## src/hw/rtl/sfp_pkg.sv

```systemverilog
`timescale 1ns / 1ps
// ----------------------------------------------------------------------------
// sfp_pkg
// Types and constants shared by the star projector modules.
// ----------------------------------------------------------------------------
package sfp_pkg;

    // Configuration register indexes.
    localparam logic REG_FOCAL = 1'b0;
    localparam logic REG_SPEED = 1'b1;

    localparam logic [11:0] FOCAL_RESET = 12'd400;
    localparam logic [19:0] SPEED_RESET = 20'd16777;

    localparam logic [16:0] DEPTH_ONE = 17'd65536;

    // Brightness numerator 51 * 2^32 and the z^2 bound at or below which the brightness saturates to 255.
    localparam logic [37:0] GRAY_NUM    = 38'd51 << 32;
    localparam logic [33:0] GRAY_SAT_ZZ = 34'd51 << 24;

    // Divider dividend and divisor widths.
    localparam int PIX_NW  = 32;
    localparam int PIX_DW  = 17;
    localparam int GRAY_NW = 38;
    localparam int GRAY_DW = 34;
    localparam int GRAY_QW = 8;

    // Register settings seen by the front end.
    typedef struct packed {
        logic [11:0] focal;
        logic [19:0] speed;
    } cfg_t;

    // One classified star waiting in the queue for the divider pipeline.
    typedef struct packed {
        logic [PIX_NW-1:0]  mag_x;
        logic [PIX_NW-1:0]  mag_y;
        logic [16:0]        z;
        logic [GRAY_DW-1:0] zz;
        logic               vis;
        logic               gray_sat;
        logic [16:0]        next_depth;
    } job_t;

endpackage

```

## src/hw/rtl/sfp_front.sv

```systemverilog
`timescale 1ns / 1ps
// ----------------------------------------------------------------------------
// sfp_front
// Accepts stars, forms the projection dividends and classifies each star.
// ----------------------------------------------------------------------------
module sfp_front
    import sfp_pkg::*;
#(
    parameter int SCREEN_W = 800,
    parameter int SCREEN_H = 800
) (
    input  logic         clk,
    input  logic         rst_n,
    input  logic         accept,
    input  cfg_t         cfg,
    input  logic [15:0]  star_x,
    input  logic [15:0]  star_y,
    input  logic [16:0]  star_depth,
    input  logic [9:0]   elapsed_ms,
    output logic         push,
    output job_t         job
);

    localparam logic [11:0] CEN_W = 12'(SCREEN_W / 2);
    localparam logic [11:0] CEN_H = 12'(SCREEN_H / 2);
    localparam logic [12:0] LIM_W = 13'(SCREEN_W);
    localparam logic [12:0] LIM_H = 13'(SCREEN_H);

    logic               a_valid_reg;
    logic signed [28:0] fx_reg, fy_reg;
    logic [28:0]        cz_w_reg, cz_h_reg;
    logic [29:0]        lz_w_reg, lz_h_reg;
    logic [33:0]        zz_reg;
    logic [29:0]        msp_reg;
    logic [16:0]        z_reg;

    // First stage: all products of the accepted star.
    always_ff @(posedge clk or negedge rst_n)
    begin
        if (!rst_n) begin
            a_valid_reg <= 1'b0;
        end else begin
            a_valid_reg <= accept;
        end
    end

    always_ff @(posedge clk)
    begin
        if (accept) begin
            fx_reg   <= 29'($signed({1'b0, cfg.focal})) * 29'($signed(star_x));
            fy_reg   <= 29'($signed({1'b0, cfg.focal})) * 29'($signed(star_y));
            cz_w_reg <= 29'(CEN_W) * 29'(star_depth);
            cz_h_reg <= 29'(CEN_H) * 29'(star_depth);
            lz_w_reg <= 30'(LIM_W) * 30'(star_depth);
            lz_h_reg <= 30'(LIM_H) * 30'(star_depth);
            zz_reg   <= 34'(star_depth) * 34'(star_depth);
            msp_reg  <= 30'(elapsed_ms) * 30'(cfg.speed);
            z_reg    <= star_depth;
        end
    end

    logic signed [32:0] num_x, num_y;
    logic [32:0]        abs_x, abs_y;
    logic               ok_x, ok_y;
    logic [21:0]        step_raw;
    logic [16:0]        step;
    logic signed [18:0] d_diff, d_wrap;

    // Second stage: dividends, screen range test and depth update.
    always_comb
    begin
        num_x = {{2{fx_reg[28]}}, fx_reg, 2'b00} + $signed({4'b0000, cz_w_reg});
        num_y = {{2{fy_reg[28]}}, fy_reg, 2'b00} + $signed({4'b0000, cz_h_reg});
        abs_x = num_x[32] ? 33'(-num_x) : 33'(num_x);
        abs_y = num_y[32] ? 33'(-num_y) : 33'(num_y);
        // Negative dividends truncate to column zero only below one divisor.
        ok_x  = num_x[32] ? (abs_x < 33'(z_reg)) : (abs_x < 33'(lz_w_reg));
        ok_y  = num_y[32] ? (abs_y < 33'(z_reg)) : (abs_y < 33'(lz_h_reg));

        step_raw = msp_reg[29:8];
        step     = (step_raw > 22'(DEPTH_ONE)) ? DEPTH_ONE : step_raw[16:0];
        d_diff   = $signed({2'b00, z_reg}) - $signed({2'b00, step});
        if (d_diff <= 0) begin
            d_wrap = d_diff + $signed({2'b00, DEPTH_ONE});
        end else if (d_diff > $signed({2'b00, DEPTH_ONE})) begin
            d_wrap = d_diff - $signed({2'b00, DEPTH_ONE});
        end else begin
            d_wrap = d_diff;
        end

        job.mag_x      = abs_x[31:0];
        job.mag_y      = abs_y[31:0];
        job.z          = z_reg;
        job.zz         = zz_reg;
        job.vis        = ok_x && ok_y && (z_reg != '0);
        job.gray_sat   = zz_reg <= GRAY_SAT_ZZ;
        job.next_depth = d_wrap[16:0];
    end

    assign push = a_valid_reg;

endmodule

```

## config.mk

```make
export PLATFORM = sky130hd
export DESIGN_NAME = sfp_front
export DESIGN_NICKNAME = d
export VERILOG_FILES = /design/src/hw/rtl/sfp_pkg.sv /design/src/hw/rtl/sfp_front.sv
export SDC_FILE = /design/constraint.sdc
export NUM_CORES = 2
export LEC_CHECK = 0
export BUFFER_PORTS_ARGS = -buffer_cell sky130_fd_sc_hd__buf_4
export CORE_MARGIN = 2
export CORE_UTILIZATION = 70
export DETAILED_ROUTE_END_ITERATION = 7
export GPL_TIMING_DRIVEN = 0
export PLACE_DENSITY = 0.95
export SYNTH_ARGS = -nofsm -noshare
export SYNTH_HDL_FRONTEND = slang
export SYNTH_SLANG_ARGS = --single-unit
export TNS_END_PERCENT = 100
```

## constraint.sdc

```tcl
create_clock -name clk -period 12.2 [get_ports clk]
set_input_delay 0.61 -clock clk [delete_from_list [all_inputs] [get_ports clk]]
set_output_delay 0.61 -clock clk [all_outputs]
set_load 0.02 [all_outputs]
```

# Word-level counts from Yosys, hierarchy flattened
# Cells that the tools add are included.
# word_totals
ff_bits	184
inputBits	94
word_cells	39
# op_classes
n_addsub	7
multipliers	6
magnitude_cmp	8
muxes	7
n_reduce_logical	3
# ops
operator	n
< comparator 33 x 17 -> 1 bit	2
< comparator 33 x 27 -> 1 bit	2
two-way mux 33 bit	2
negator 32 -> 33 bit	2
adder 31 x 27 -> 32 bit	2
multiplier 13 x 16 -> 29 bit	2
two-way mux 17 bit	3
multiplier 5 x 17 -> 22 bit, first input constant	2
less-or-equal comparator 34 x 30 -> 1 bit, second input constant	1
multiplier 17 x 17 -> 34 bit	1
multiplier 10 x 20 -> 30 bit	1
> comparator 22 x 17 -> 1 bit, second input constant	1
> comparator 18 bit, second input constant	1
less-or-equal comparator 18 x 1 -> 1 bit, second input constant	1
subtractor 17 x 17 -> 18 bit	1
adder 17 bit, second input constant	1
nonzero test 17 bit	1
subtractor 17 bit, second input constant	1
logical AND 1 bit	2
two-way mux 1 bit	2

# Depth between registers and ports, before layout
# depth
depth_word	7
ltp_mapped	27
ltp_nobuf	26

# Least setup slack after synthesis
# OpenSTA, ideal clock, no wires.
# synth_path
path_kind	in2reg
from	input star_depth[10]
to	register zz_reg[27], data pin
t_arrival_ns	6.650
t_required_ns	11.938
setup_slack_ns	5.287
cell_stages	24
path_buffers	1
path_cell_list	clkbuf_1 > clkinv_1 > nor2_1 > inv_1 > fa_1 > inv_1 > fa_1 > ha_1 > inv_1 > fa_1 > fa_1 > fa_1 > inv_1 > ha_1 > and3_1 > a21oi_1 > a21bo_2 > o21ai_0 > o21ai_0 > o31ai_1 > o21ai_0 > a211oi_1 > o21bai_1 > xor2_1
# synth_via
elab_chain_len	1
# synth_lines
item	line	rtl
start: declaration	sfp_front.sv:18	input logic [16:0] star_depth,
multiplier 17 x 17 -> 34 bit	sfp_front.sv:56	zz_reg <= 34'(star_depth) * 34'(star_depth);
end signal: assignment	sfp_front.sv:56	
end: declaration	sfp_front.sv:33	logic [33:0] zz_reg;
# No other way between the ends.
# A chain may end at the register's enable or synchronous reset.

# Worst setup path after layout
# Same ends and word-level chain as after synthesis.

==> impl_metrics.ini <==
[finish]
largest_reg_flops = 33
layout.nets = 6027
drive_gt1_frac = 0.0642
diodes = 0
syn_to_final_growth_pct = 7.55
design_area_mm2 = 0.0442

[clock_tree]
tritoncts = yes
clockBufferDepth = 2
clkTransAtPathRegs_ns = 0.08
cts_sinks = 149
cts_root_buf = clkbuf_16
numCtsBuffers = 17
htreeDepth = 4

[route]
antenna_left = 0
num_vias = 33800
met1_length_um = 40100
wire_per_inst_um = 20.7
wl_um = 114000
firstDrtPassIters = 8
first_iter_violations = 3360
wl_met3_um = 13900
wl_met2_um = 52900
routed_via_density = 6.14
routed.top_layer = met5
drc = 0

[placement]
gp_congestion = 0.979
dp.final_hpwl_um = 94100
portBuffers = 194
placed_cell_area_mm2 = 0.0436
dpl_worst_slack_ns = 3.43

[yosys]
yosys.area_share.xor_xnor = 0.0496
synth-async-reset-ratio = 0.00671
synth_ff_type = edfxtp_1
synth.distinct_cells = 105
yosysSeqAreaShare = 0.109
synth_area_leaders = fa_1, ha_1, edfxtp_1, inv_1, and2_1
synth_top_family_by_area = adder cells
synthAdderAreaFrac = 0.497
synth_compound_area_frac = 0.0877
avgSynthCellArea_um2 = 9.13
synthMostInstantiatedCell = inv_1
syn_area_mm2 = 0.0411
netlist_top_cells_count = inv_1, fa_1, ha_1, nand2_1, and2_1
synth_seq_cells = 149
synth_warnings = 0
synth_top_area_share = 0.344
synthMuxAreaShare = 0.00173
synth_area_leader_cell = fa_1
synth_edf_count = 148
yosys.area_share.simple = 0.152
netlist_instances = 4503

[global_route]
track_usage = 0.385
grt_max_degree = 86
grt_pass1_vias = 35700
grt_first_pass_wirelength_um = 181000
grt_antenna_before_repair = 3
grt.overflow.total = 0

[timing]
setup_viol = 0
slew_headroom = 0.297
period_needed_ns = 8.58
tightestPinTransition_ns = 1.05
final-hold-violation-count = 0
fmax_mhz = 117
rsz0062_at_grt = false
setup_tns_ns = 0
fin_crit_sh = 0.703
layout_setup_ws_ns = 3.62
slew_violations = 0
whs_ns = 0.368

[worst_setup_path]
path_class = in -> reg
arrival_ns = 8.80
crit_fanout = 9
endpoint_kind = flip-flop
startpoint_type = input pin
critPathRequiredTime_ns = 12.42

[min_path]
min_to = z_reg[13]$_DFFE_PP_
hold_depth = 1
hp-start = star_depth[13]
hp-class = in -> reg

[die]
top_level_ports = 229
die-height_um = 246
initial_core_util = 0.710
die-area_mm2 = 0.0607
core_area_mm2 = 0.0579
fp.dieW_um = 246
std_cell_rows = 88

[run_status]
status = completed

[run]
maxCapViolCount = 0
## logic make-up after synthesis
| family | Yosys count |
|---|---|
| multiplexers | 7 |
| XOR/XNOR | 231 |
| flip-flops | 149 |
| AO/OA/AOI/OAI | 532 |
| buffers and inverters | 1113 |
| other | 1 |
| AND/OR/NAND/NOR | 1261 |
| adder cells (fa/ha/maj) | 1209 |
## metal layers
layer	track usage	vias up
met5	0	-
met4	0.201	8
met3	0.0989	562
met2	0.626	2288
met1	0.474	16300
li1	-	14600
## what timing repair did
item | CTS | global route
hold endpoints to repair | 1 | 0
setup buffers | 0 | 0
hold buffers | 1 | 0
resized for setup | 0 | 0
## through the flow
step                      cells  utilization
final                      5501        0.764
after global routing       5501        0.764
after CTS                  5501        0.764
after detailed placement   5469        0.753
after global placement     5468        0.752
after floorplan            4509            -
## layout make-up
type | instances | area, µm²
buffer | 163 | 679
clock inverter | 13 | 198
sequential | 149 | 4470
inverter | 950 | 3570
timing repair buffer | 196 | 1500
tap | 765 | 957
clock buffer | 18 | 429
multi-input combinational | 3247 | 32400
fill | 3614 | 13700
## layout by cell type (no fill, tap or decap), types with 24 or more instances in the layout
| cell type | instances |
|---|---|
| a21o_1 | 73 |
| a21oi_1 | 140 |
| a31oi_1 | 28 |
| and2_1 | 314 |
| buf_4 | 206 |
| clkbuf_1 | 138 |
| edfxtp_1 | 148 |
| fa_1 | 706 |
| ha_1 | 503 |
| inv_1 | 942 |
| nand2_1 | 463 |
| nand3_1 | 41 |
| nand4_1 | 30 |
| nor2_1 | 198 |
| nor2b_1 | 24 |
| nor3_1 | 46 |
| nor4_1 | 24 |
| o21ai_0 | 95 |
| xnor2_1 | 161 |
| xor2_1 | 68 |
## critical path, stage by stage
cell	delay [ns]
buf_4	0.15
clkbuf_1	0.49
clkinv_1	0.58
nor2_1	0.45
inv_1	0.12
fa_1	0.55
inv_1	0.05
fa_1	0.45
ha_1	0.29
inv_1	0.06
fa_1	0.51
fa_1	0.53
fa_1	0.55
inv_1	0.04
ha_1	0.33
and3_1	0.18
a21oi_1	0.13
a21bo_2	0.27
o21ai_0	0.38
o21ai_0	0.30
o31ai_1	0.90
o21ai_0	0.28
a211oi_1	0.29
o21bai_1	0.13
xor2_1	0.15
## worst max path at each step
| stage | startpoint | to | slack, ns |
|---|---|---|---|
| CTS | star_depth[10] | zz_reg[27]$_DFFE_PP_ | 3.84 |
| detailed placement | star_depth[10] | zz_reg[27]$_DFFE_PP_ | 3.43 |
| floorplan | star_depth[10] | zz_reg[27]$_DFFE_PP_ | 5.29 |
| finish | star_depth[10] | zz_reg[27]$_DFFE_PP_ | 3.62 |
| global placement | star_depth[10] | zz_reg[33]$_DFFE_PP_ | 3.72 |
| global route | star_depth[10] | zz_reg[27]$_DFFE_PP_ | 3.30 |
Power is left out: the tool's default activity adds up to more than one toggle a clock period on the data nets, which glitch-free logic cannot reach.
