==> src/hw/rtl/sfp_pkg.sv <==
`timescale 1ns / 1ps
// ----------------------------------------------------------------------------
// sfp_pkg
// Types and constants shared by the star projector modules.
// ----------------------------------------------------------------------------
package sfp_pkg;

    // Configuration register indexes.
    localparam logic REG_FOCAL = 1'b0;
    localparam logic REG_SPEED = 1'b1;

    localparam logic [11:0] FOCAL_RESET = 12'd400;
    localparam logic [19:0] SPEED_RESET = 20'd16777;

    localparam logic [16:0] DEPTH_ONE = 17'd65536;

    // Brightness numerator 51 * 2^32 and the z^2 bound at or below which the brightness saturates to 255.
    localparam logic [37:0] GRAY_NUM    = 38'd51 << 32;
    localparam logic [33:0] GRAY_SAT_ZZ = 34'd51 << 24;

    // Divider dividend and divisor widths.
    localparam int PIX_NW  = 32;
    localparam int PIX_DW  = 17;
    localparam int GRAY_NW = 38;
    localparam int GRAY_DW = 34;
    localparam int GRAY_QW = 8;

    // Register settings seen by the front end.
    typedef struct packed {
        logic [11:0] focal;
        logic [19:0] speed;
    } cfg_t;

    // One classified star waiting in the queue for the divider pipeline.
    typedef struct packed {
        logic [PIX_NW-1:0]  mag_x;
        logic [PIX_NW-1:0]  mag_y;
        logic [16:0]        z;
        logic [GRAY_DW-1:0] zz;
        logic               vis;
        logic               gray_sat;
        logic [16:0]        next_depth;
    } job_t;

endpackage

==> src/hw/rtl/sfp_div.sv <==
`timescale 1ns / 1ps
// ----------------------------------------------------------------------------
// sfp_div
// Pipelined restoring divider, one quotient bit per stage.
// ----------------------------------------------------------------------------
module sfp_div #(
    parameter int NW  = 32,
    parameter int DW  = 17,
    parameter int QW  = 12,
    parameter int LAT = 12
) (
    input  logic          clk,
    input  logic [NW-1:0] num,
    input  logic [DW-1:0] den,
    output logic [QW-1:0] quo
);

    localparam int CW = NW + DW + QW;

    logic [NW-1:0] rem_in  [LAT];
    logic [DW-1:0] den_in  [LAT];
    logic [QW-1:0] quo_in  [LAT];
    logic [NW-1:0] rem_reg [LAT];
    logic [DW-1:0] den_reg [LAT];
    logic [QW-1:0] quo_reg [LAT];

    assign rem_in[0] = num;
    assign den_in[0] = den;
    assign quo_in[0] = '0;

    for (genvar s = 0; s < LAT; s++) begin : g_stage
        if (s > 0) begin : g_link
            assign rem_in[s] = rem_reg[s-1];
            assign den_in[s] = den_reg[s-1];
            assign quo_in[s] = quo_reg[s-1];
        end

        if (s < QW) begin : g_bit
            localparam int B = QW - 1 - s;
            logic [CW-1:0] shifted;
            logic [CW-1:0] diff;
            logic          ge;

            // Trial subtraction of the shifted divisor.
            assign shifted = CW'(den_in[s]) << B;
            assign ge      = CW'(rem_in[s]) >= shifted;
            assign diff    = CW'(rem_in[s]) - shifted;

            always_ff @(posedge clk)
            begin
                rem_reg[s] <= ge ? diff[NW-1:0] : rem_in[s];
                den_reg[s] <= den_in[s];
                quo_reg[s] <= quo_in[s] | (ge ? (QW'(1) << B) : '0);
            end
        end else begin : g_pass
            // Balancing stage: keeps all dividers at the same latency.
            always_ff @(posedge clk)
            begin
                rem_reg[s] <= rem_in[s];
                den_reg[s] <= den_in[s];
                quo_reg[s] <= quo_in[s];
            end
        end
    end

    assign quo = quo_reg[LAT-1];

endmodule

==> src/hw/rtl/sfp_back.sv <==
`timescale 1ns / 1ps
// ----------------------------------------------------------------------------
// sfp_back
// Job queue and divider pipelines that finish pixel and brightness values.
// ----------------------------------------------------------------------------
module sfp_back
    import sfp_pkg::*;
#(
    parameter int PQW = 10,
    parameter int LAT = 10
) (
    input  logic        clk,
    input  logic        rst_n,
    input  logic        push,
    input  job_t        job,
    output logic        full,
    output logic        done,
    output logic [9:0]  pixel_col,
    output logic [9:0]  pixel_row,
    output logic        visible,
    output logic [7:0]  gray_level,
    output logic [16:0] next_depth
);

    // Two-entry queue between the front end and the dividers.
    job_t       q_mem_reg [2];
    logic       wr_ptr_reg, rd_ptr_reg;
    logic [1:0] count_reg;
    logic       pop;
    job_t       head;

    assign pop  = count_reg != 2'd0;
    assign full = count_reg == 2'd2;
    assign head = q_mem_reg[rd_ptr_reg];

    always_ff @(posedge clk or negedge rst_n)
    begin
        if (!rst_n) begin
            wr_ptr_reg <= 1'b0;
            rd_ptr_reg <= 1'b0;
            count_reg  <= 2'd0;
        end else begin
            if (push) begin
                wr_ptr_reg <= ~wr_ptr_reg;
            end
            if (pop) begin
                rd_ptr_reg <= ~rd_ptr_reg;
            end
            count_reg <= count_reg + 2'(push) - 2'(pop);
        end
    end

    always_ff @(posedge clk)
    begin
        if (push) begin
            q_mem_reg[wr_ptr_reg] <= job;
        end
    end

    // Dividers: columns, rows and brightness.
    logic [PQW-1:0]     qx, qy;
    logic [GRAY_QW-1:0] qg;

    sfp_div #(.NW(PIX_NW), .DW(PIX_DW), .QW(PQW), .LAT(LAT)) u_div_x (
        .clk (clk),
        .num (head.mag_x),
        .den (head.z),
        .quo (qx)
    );

    sfp_div #(.NW(PIX_NW), .DW(PIX_DW), .QW(PQW), .LAT(LAT)) u_div_y (
        .clk (clk),
        .num (head.mag_y),
        .den (head.z),
        .quo (qy)
    );

    sfp_div #(.NW(GRAY_NW), .DW(GRAY_DW), .QW(GRAY_QW), .LAT(LAT)) u_div_g (
        .clk (clk),
        .num (GRAY_NUM),
        .den (head.zz),
        .quo (qg)
    );

    // Side information travels alongside the divider stages.
    logic        sv_reg  [LAT];
    logic        vis_reg [LAT];
    logic        sat_reg [LAT];
    logic [16:0] nd_reg  [LAT];

    always_ff @(posedge clk or negedge rst_n)
    begin
        if (!rst_n) begin
            for (int i = 0; i < LAT; i++) begin
                sv_reg[i] <= 1'b0;
            end
        end else begin
            sv_reg[0] <= pop;
            for (int i = 1; i < LAT; i++) begin
                sv_reg[i] <= sv_reg[i-1];
            end
        end
    end

    always_ff @(posedge clk)
    begin
        vis_reg[0] <= head.vis;
        sat_reg[0] <= head.gray_sat;
        nd_reg[0]  <= head.next_depth;
        for (int i = 1; i < LAT; i++) begin
            vis_reg[i] <= vis_reg[i-1];
            sat_reg[i] <= sat_reg[i-1];
            nd_reg[i]  <= nd_reg[i-1];
        end
    end

    // Result register.
    logic [PQW+9:0] colx, rowx;
    logic           done_reg, vis_out_reg;
    logic [9:0]     col_reg, row_reg;
    logic [7:0]     gray_reg;
    logic [16:0]    nd_out_reg;

    assign colx = {10'd0, qx};
    assign rowx = {10'd0, qy};

    always_ff @(posedge clk or negedge rst_n)
    begin
        if (!rst_n) begin
            done_reg <= 1'b0;
        end else begin
            done_reg <= sv_reg[LAT-1];
        end
    end

    always_ff @(posedge clk)
    begin
        vis_out_reg <= vis_reg[LAT-1];
        col_reg     <= vis_reg[LAT-1] ? colx[9:0] : 10'd0;
        row_reg     <= vis_reg[LAT-1] ? rowx[9:0] : 10'd0;
        gray_reg    <= sat_reg[LAT-1] ? 8'd255 : qg;
        nd_out_reg  <= nd_reg[LAT-1];
    end

    assign done       = done_reg;
    assign pixel_col  = col_reg;
    assign pixel_row  = row_reg;
    assign visible    = vis_out_reg;
    assign gray_level = gray_reg;
    assign next_depth = nd_out_reg;

endmodule

==> config.mk <==
export PLATFORM = sky130hd
export DESIGN_NAME = sfp_back
export DESIGN_NICKNAME = d
export VERILOG_FILES = /design/src/hw/rtl/sfp_pkg.sv /design/src/hw/rtl/sfp_div.sv /design/src/hw/rtl/sfp_back.sv
export SDC_FILE = /design/constraint.sdc
export NUM_CORES = 2
export LEC_CHECK = 0
export BUFFER_PORTS_ARGS = -buffer_cell sky130_fd_sc_hd__buf_2
export CORE_MARGIN = 2
export CORE_UTILIZATION = 28
export CTS_BUF_LIST = sky130_fd_sc_hd__clkbuf_4 sky130_fd_sc_hd__clkbuf_8
export DETAILED_ROUTE_END_ITERATION = 8
export PLACE_DENSITY = 0.45
export SETUP_SLACK_MARGIN = 0.1
export SYNTH_ARGS = -nofsm -noshare
export SYNTH_HDL_FRONTEND = slang
export SYNTH_HIERARCHICAL = 1
export SYNTH_SLANG_ARGS = --single-unit
==> constraint.sdc <==
create_clock -name clk -period 7.15 [get_ports clk]
set_input_delay 1.7875 -clock clk [delete_from_list [all_inputs] [get_ports clk]]
set_output_delay 1.7875 -clock clk [all_outputs]
set_load 0.005 [all_outputs]
After elaboration in Yosys (flattened, before gate mapping)

Memories as Yosys holds them, arrays and structs flattened. A register that Yosys moved wholly into a read port is not among the register bits.
Index checks and enable logic that the tools add are counted.

Output and inout port bits: 48
Memories kept: 13
Register bits: 16
Word-level logic and storage cells: 175
Memory bits (read-only): 0
Bits of input ports: 137
Bits in latches: 0
RAM bits: 2438

Reduce and logical (&&, ||, !) cells: 3
Div/mod/pow operators: 0
$lt $le $gt $ge: 28
Mux-type cells: 58
Equality and inequality tests: 1
Add/sub/neg operators: 30
Shift operators: 0
Bitwise logic cells: 27
Multiply operators: 0

Memory list:

| name            | words | width | rd ports | clocked after Yosys merged registers in | write ports | line           | text |
|---|---|---|---|---|---|---|---|
| u_div_g.rem_reg | 10    | 38    | 9        | 0                                       | 10          | sfp_div.sv:23  | `logic [NW-1:0] rem_reg [LAT];` |
| u_div_g.den_reg | 10    | 34    | 9        | 0                                       | 10          | sfp_div.sv:24  | `logic [DW-1:0] den_reg [LAT];` |
| u_div_x.rem_reg | 10    | 32    | 9        | 0                                       | 10          | sfp_div.sv:23  |  |
| u_div_y.rem_reg | 10    | 32    | 9        | 0                                       | 10          | sfp_div.sv:23  |  |
| q_mem_reg       | 2     | 134   | 1        | 0                                       | 1           | sfp_back.sv:26 | `job_t q_mem_reg [2];` |
| nd_reg          | 10    | 17    | 10       | 1                                       | 10          | sfp_back.sv:89 | `logic [16:0] nd_reg [LAT];` |
| +7 memories     | --    | --    | --       | --                                      | --          | --             |  |

Operators with widths:

| cell                                                           | number |
|---|---|
| 32-bit two-way mux                                             | 20 |
| 38-bit two-way mux                                             | 8 |
| 10-bit OR                                                      | 12 |
| 38-bit subtractor                                              | 3 |
| 32-bit by 17-bit greater-or-equal comparator with 1-bit output | 2 |
| 32-bit by 18-bit greater-or-equal comparator with 1-bit output | 2 |
| 32-bit by 19-bit greater-or-equal comparator with 1-bit output | 2 |
| 32-bit by 20-bit greater-or-equal comparator with 1-bit output | 2 |
| 32-bit by 21-bit greater-or-equal comparator with 1-bit output | 2 |
| 32-bit by 22-bit greater-or-equal comparator with 1-bit output | 2 |
| 32-bit by 23-bit greater-or-equal comparator with 1-bit output | 2 |
| 32-bit by 24-bit greater-or-equal comparator with 1-bit output | 2 |
| 32-bit by 25-bit greater-or-equal comparator with 1-bit output | 2 |
| 32-bit by 26-bit greater-or-equal comparator with 1-bit output | 2 |
| 32-bit by 17-bit subtractor with 32-bit output                 | 2 |
| 32-bit by 18-bit subtractor with 32-bit output                 | 2 |
| 32-bit by 19-bit subtractor with 32-bit output                 | 2 |
| 32-bit by 20-bit subtractor with 32-bit output                 | 2 |
| 32-bit by 21-bit subtractor with 32-bit output                 | 2 |
| 32-bit by 22-bit subtractor with 32-bit output                 | 2 |
| 32-bit by 23-bit subtractor with 32-bit output                 | 2 |
| 32-bit by 24-bit subtractor with 32-bit output                 | 2 |
| 32-bit by 25-bit subtractor with 32-bit output                 | 2 |
| 32-bit by 26-bit subtractor with 32-bit output                 | 2 |
| 34 further kinds                                               | 64 |

Longest topological paths before layout

An unclocked memory read counts as a cell.

Word-level depth: 4
Depth in mapped cells: 16
Mapped depth without buffers: 14

Hierarchy

Netlist, hierarchy kept.

By module, submodules not included:

| module             | area an instance (sq um) | times used | sequential area each (sq um) | cells an instance |
|---|---|---|---|---|
| sfp_div at u_div_g | 27405.0                  | 1          | 11130.7                      | 2998 |
| sfp_div at u_div_y | 22402.7                  | 1          | 9929.5                       | 2418 |
| sfp_div at u_div_x | 22156.2                  | 1          | 9929.5                       | 2372 |
| sfp_back           | 15227.1                  | 1          | 13147.6                      | 710 |

Worst setup path before layout

OpenSTA, ideal clock, no wires.

Path type: input to register
Start: input port push
End: memory q_mem_reg[0][0] (netlist bit) (enable)
Stages on the path: 1
Path buffers: 0
Required time: 6.505 ns
Path slack: -1.087 ns
Arrival: 7.592 ns
Setup time: 0.645 ns
Path through: nor2b_1

Longest elaborated chain between the ends: 2

Ends and longest elaborated chain:

| item                                    | line           | text |
|---|---|---|
| from (decl)                             | sfp_back.sv:14 | `input logic push,` |
| 1-bit two-way mux                       | sfp_back.sv:55 | `if (push) begin` |
| 1-bit two-way mux (not written as such) | sfp_back.sv:56 | `q_mem_reg[wr_ptr_reg] <= job;` |
| to (decl)                               | sfp_back.sv:26 |  |

No other way between the ends.

==> results.json <==
{
  "outcome": "completed",
  "hold_viol": 0,
  "async_reset_ff_frac": 0.00726,
  "post_drt_wl_per_cell_um": 16.2,
  "finClkSkew_ns": 0.0656,
  "max_cap_violations": 0,
  "fmax_mhz": 211,
  "dieWidth_um": 562,
  "crit_fanout": 31,
  "numPortBuffers": 184,
  "synthesis.area_um2": 87200,
  "cts_buffer_depth": 4,
  "nNetsFinal": 9735,
  "slowest_delay_ns": 0.76,
  "crit_family": "compound AO/OA/AOI/OAI gates",
  "cts_tree": "yes",
  "ctsResizeCount": 0,
  "grt_util_all_layers": 0.134,
  "end_kind": "flip-flop",
  "ys.flop_type": "dfxtp_1",
  "cts.sinks": 2067,
  "wl_mm": 217,
  "avgViaCountPerCell": 4.47,
  "yosysWarnings": 6,
  "fillers": 31500,
  "crit_chain": "buf_4 -> mux2_2 -> inv_1 -> ha_1 -> o21a_1 -> o31a_1 -> nor3_1 -> o21ai_0 -> a21boi_1 -> o31a_1 -> nor3_1 -> o22a_1 -> o21ai_4 -> mux2_2",
  "max_slew_margin": 0.353,
  "rsz0062_at_grt": "false",
  "initial_core_util": 0.282,
  "vias": 59762,
  "grt_max_degree": 82,
  "num_rows": 204,
  "globalRoute.totalOverflow": 0,
  "multi_input_area_um2": 39700,
  "ctsHoldBuffers": 0,
  "arrival_ns": 5.61,
  "drtAntennaViolNets": 0,
  "place_hpwl_mm": 166,
  "htreeDepth": 5,
  "finalSetupViolations": 0,
  "setup_tns_ns": 0,
  "drc": 0,
  "ios": 185,
  "core-area_um2": 309000,
  "synth_edf_count": 268,
  "post_cts_buffers": 0,
  "synth_seq_cells": 2067,
  "hold_path.class": "reg2reg",
  "synthCells": 8498,
  "cp-start-kind": "flip-flop",
  "drtIter0Drc": 3397,
  "gp_congestion": 0.854,
  "fin_crit_sh": 0.661,
  "cp_slowest_cell": "o21ai_4",
  "grt_pass1_wl_mm": 340,
  "slew_viol_final": 0,
  "cts_root_buf": "clkbuf_8",
  "antenna_found_initial": 33,
  "clk_latency_ns": 1.02,
  "grt_pass1_vias": 60127,
  "seq_area_um2": 44100,
  "required_ns": 8.03,
  "die-area_um2": 316000,
  "die_h_um": 562,
  "cts_buffers": 362,
  "ys_types": 118,
  "path_buf_inv": 2,
  "area_delta_synth_final_pct": 15.9,
  "drive_gt1_frac": 0.136,
  "drtPass1Iterations": 5,
  "ys_seq_area_frac": 0.506,
  "finalCriticalPeriod_ns": 4.73,
  "tightest_slew_ns": 0.967,
  "clk_pin_slew_ns": 0.06,
  "postSynthAreaPerCell_um2": 10.3,
  "worstSetupPathType": "reg2reg"
}
## layout by cell type, fill, tap and decap left out, types with 59 or more instances in the layout
master,instances
dfxtp_1,1783
inv_1,757
ha_1,607
nand2_1,606
a21oi_1,526
o21ai_0,523
nor2_1,459
clkbuf_8,446
xnor2_1,321
xor2_1,288
edfxtp_1,268
a21o_1,252
mux2_2,233
buf_2,184
nor3_1,129
nand3_1,121
nand2b_1,91
clkbuf_4,89
nor2b_1,86
nand4_1,83
o21a_1,79
conb_1,76
a211oi_1,75
nor4_1,74
clkinv_2,61
a31oi_1,59
## per-layer routing
metal	part of all wire	routed length, µm	GRT usage
met5	0.00078	170	0
met4	0.040	8640	0.0582
met3	0.043	9340	0.0226
met2	0.40	86900	0.195
met1	0.52	112000	0.194
## worst paths after layout
path / start / endpoint / slack, ns / cells after the start
max: rd_ptr_reg / u_div_g/rem_reg[0][9] / 2.42 / 14
max reg2reg: rd_ptr_reg / u_div_g/rem_reg[0][9] / 2.42 / 14
min: nd_reg[9][7] / next_depth[7] / 0.29 / 0
min in group asynchronous: rst_n / sv_reg[9] / 0.67 / 1
max in group asynchronous: rst_n / rd_ptr_reg / 6.21 / 1
min reg2reg: nd_reg[9][7] / next_depth[7] / 0.29 / 0
## cell families (layout without fill, tap and decap cells)
kind of cell | count (synthesis) | in the layout | share of synthesized area
AO/OA/AOI/OAI | 1939 | 1939 | 0.142
XOR/XNOR | 609 | 609 | 0.0612
adder cells (fa/ha/maj) | 632 | 632 | 0.0928
buffers and inverters | 950 | 1628 | 0.0427
flip-flops | 2067 | 2067 | 0.506
multiplexers | 300 | 300 | 0.0407
other | 2 | 86 | 0.0000861
AND/OR/NAND/NOR | 1999 | 1999 | 0.114
## area by class of cell
type                            instances  share of cell area
Sequential cell                      2067               0.437
Tap cell                             4120              0.0510
Clock buffer                          535              0.0673
Antenna cell                           10            0.000248
Inverter                              762              0.0283
Multi-Input combinational cell       5555               0.392
Timing Repair Buffer                  218              0.0118
Clock inverter                        113              0.0123
## metrics by stage
stage / area [µm²] / setup slack [ns] / hold slack, ns / instances / util
global placement: 93000 / 2.44 / 0.309 / 12722 / 0.301
detailed placement: 93000 / 2.41 / 0.312 / 12722 / 0.301
floorplan: 87500 / 1.43 / 0.310 / 8572 / -
global route: 101000 / 2.12 / 0.282 / 13372 / 0.327
CTS: 101000 / 2.37 / 0.276 / 13370 / 0.327
finish: 101000 / 2.42 / 0.287 / 13380 / 0.327
## synthesized netlist by cell type, drive strengths merged, types with 19 or more instances
| library cell | number | area share |
|---|---|---|
| a2111oi | 25 | 0.0036 |
| a211o | 25 | 0.0025 |
| a211oi | 78 | 0.0069 |
| a21o | 252 | 0.022 |
| a21oi | 529 | 0.031 |
| a31oi | 62 | 0.0047 |
| and2 | 55 | 0.0039 |
| and3 | 49 | 0.0036 |
| buf | 77 | 0.0051 |
| clkbuf | 111 | 0.0048 |
| dfxtp | 1784 | 0.41 |
| edfxtp | 268 | 0.092 |
| fa | 25 | 0.0057 |
| ha | 607 | 0.087 |
| inv | 762 | 0.033 |
| mux2 | 287 | 0.039 |
| nand2 | 606 | 0.026 |
| nand2b | 91 | 0.0065 |
| nand3 | 123 | 0.0072 |
| nand4 | 83 | 0.0060 |
| nand4b | 25 | 0.0026 |
| nor2 | 462 | 0.020 |
| nor2b | 89 | 0.0065 |
| nor3 | 130 | 0.0076 |
| nor4 | 75 | 0.0055 |
| nor4b | 19 | 0.0020 |
| o2111ai | 19 | 0.0019 |
| o211ai | 39 | 0.0035 |
| o21a | 79 | 0.0068 |
| o21ai | 534 | 0.031 |
| o21bai | 59 | 0.0051 |
| o31a | 22 | 0.0022 |
| o31ai | 53 | 0.0046 |
| or2 | 36 | 0.0026 |
| or3 | 42 | 0.0031 |
| or4 | 40 | 0.0035 |
| xnor2 | 321 | 0.032 |
| xor2 | 288 | 0.029 |
Power is not shown: default switching activity piles up to over one toggle a cycle in this logic, so the estimate is an artifact.
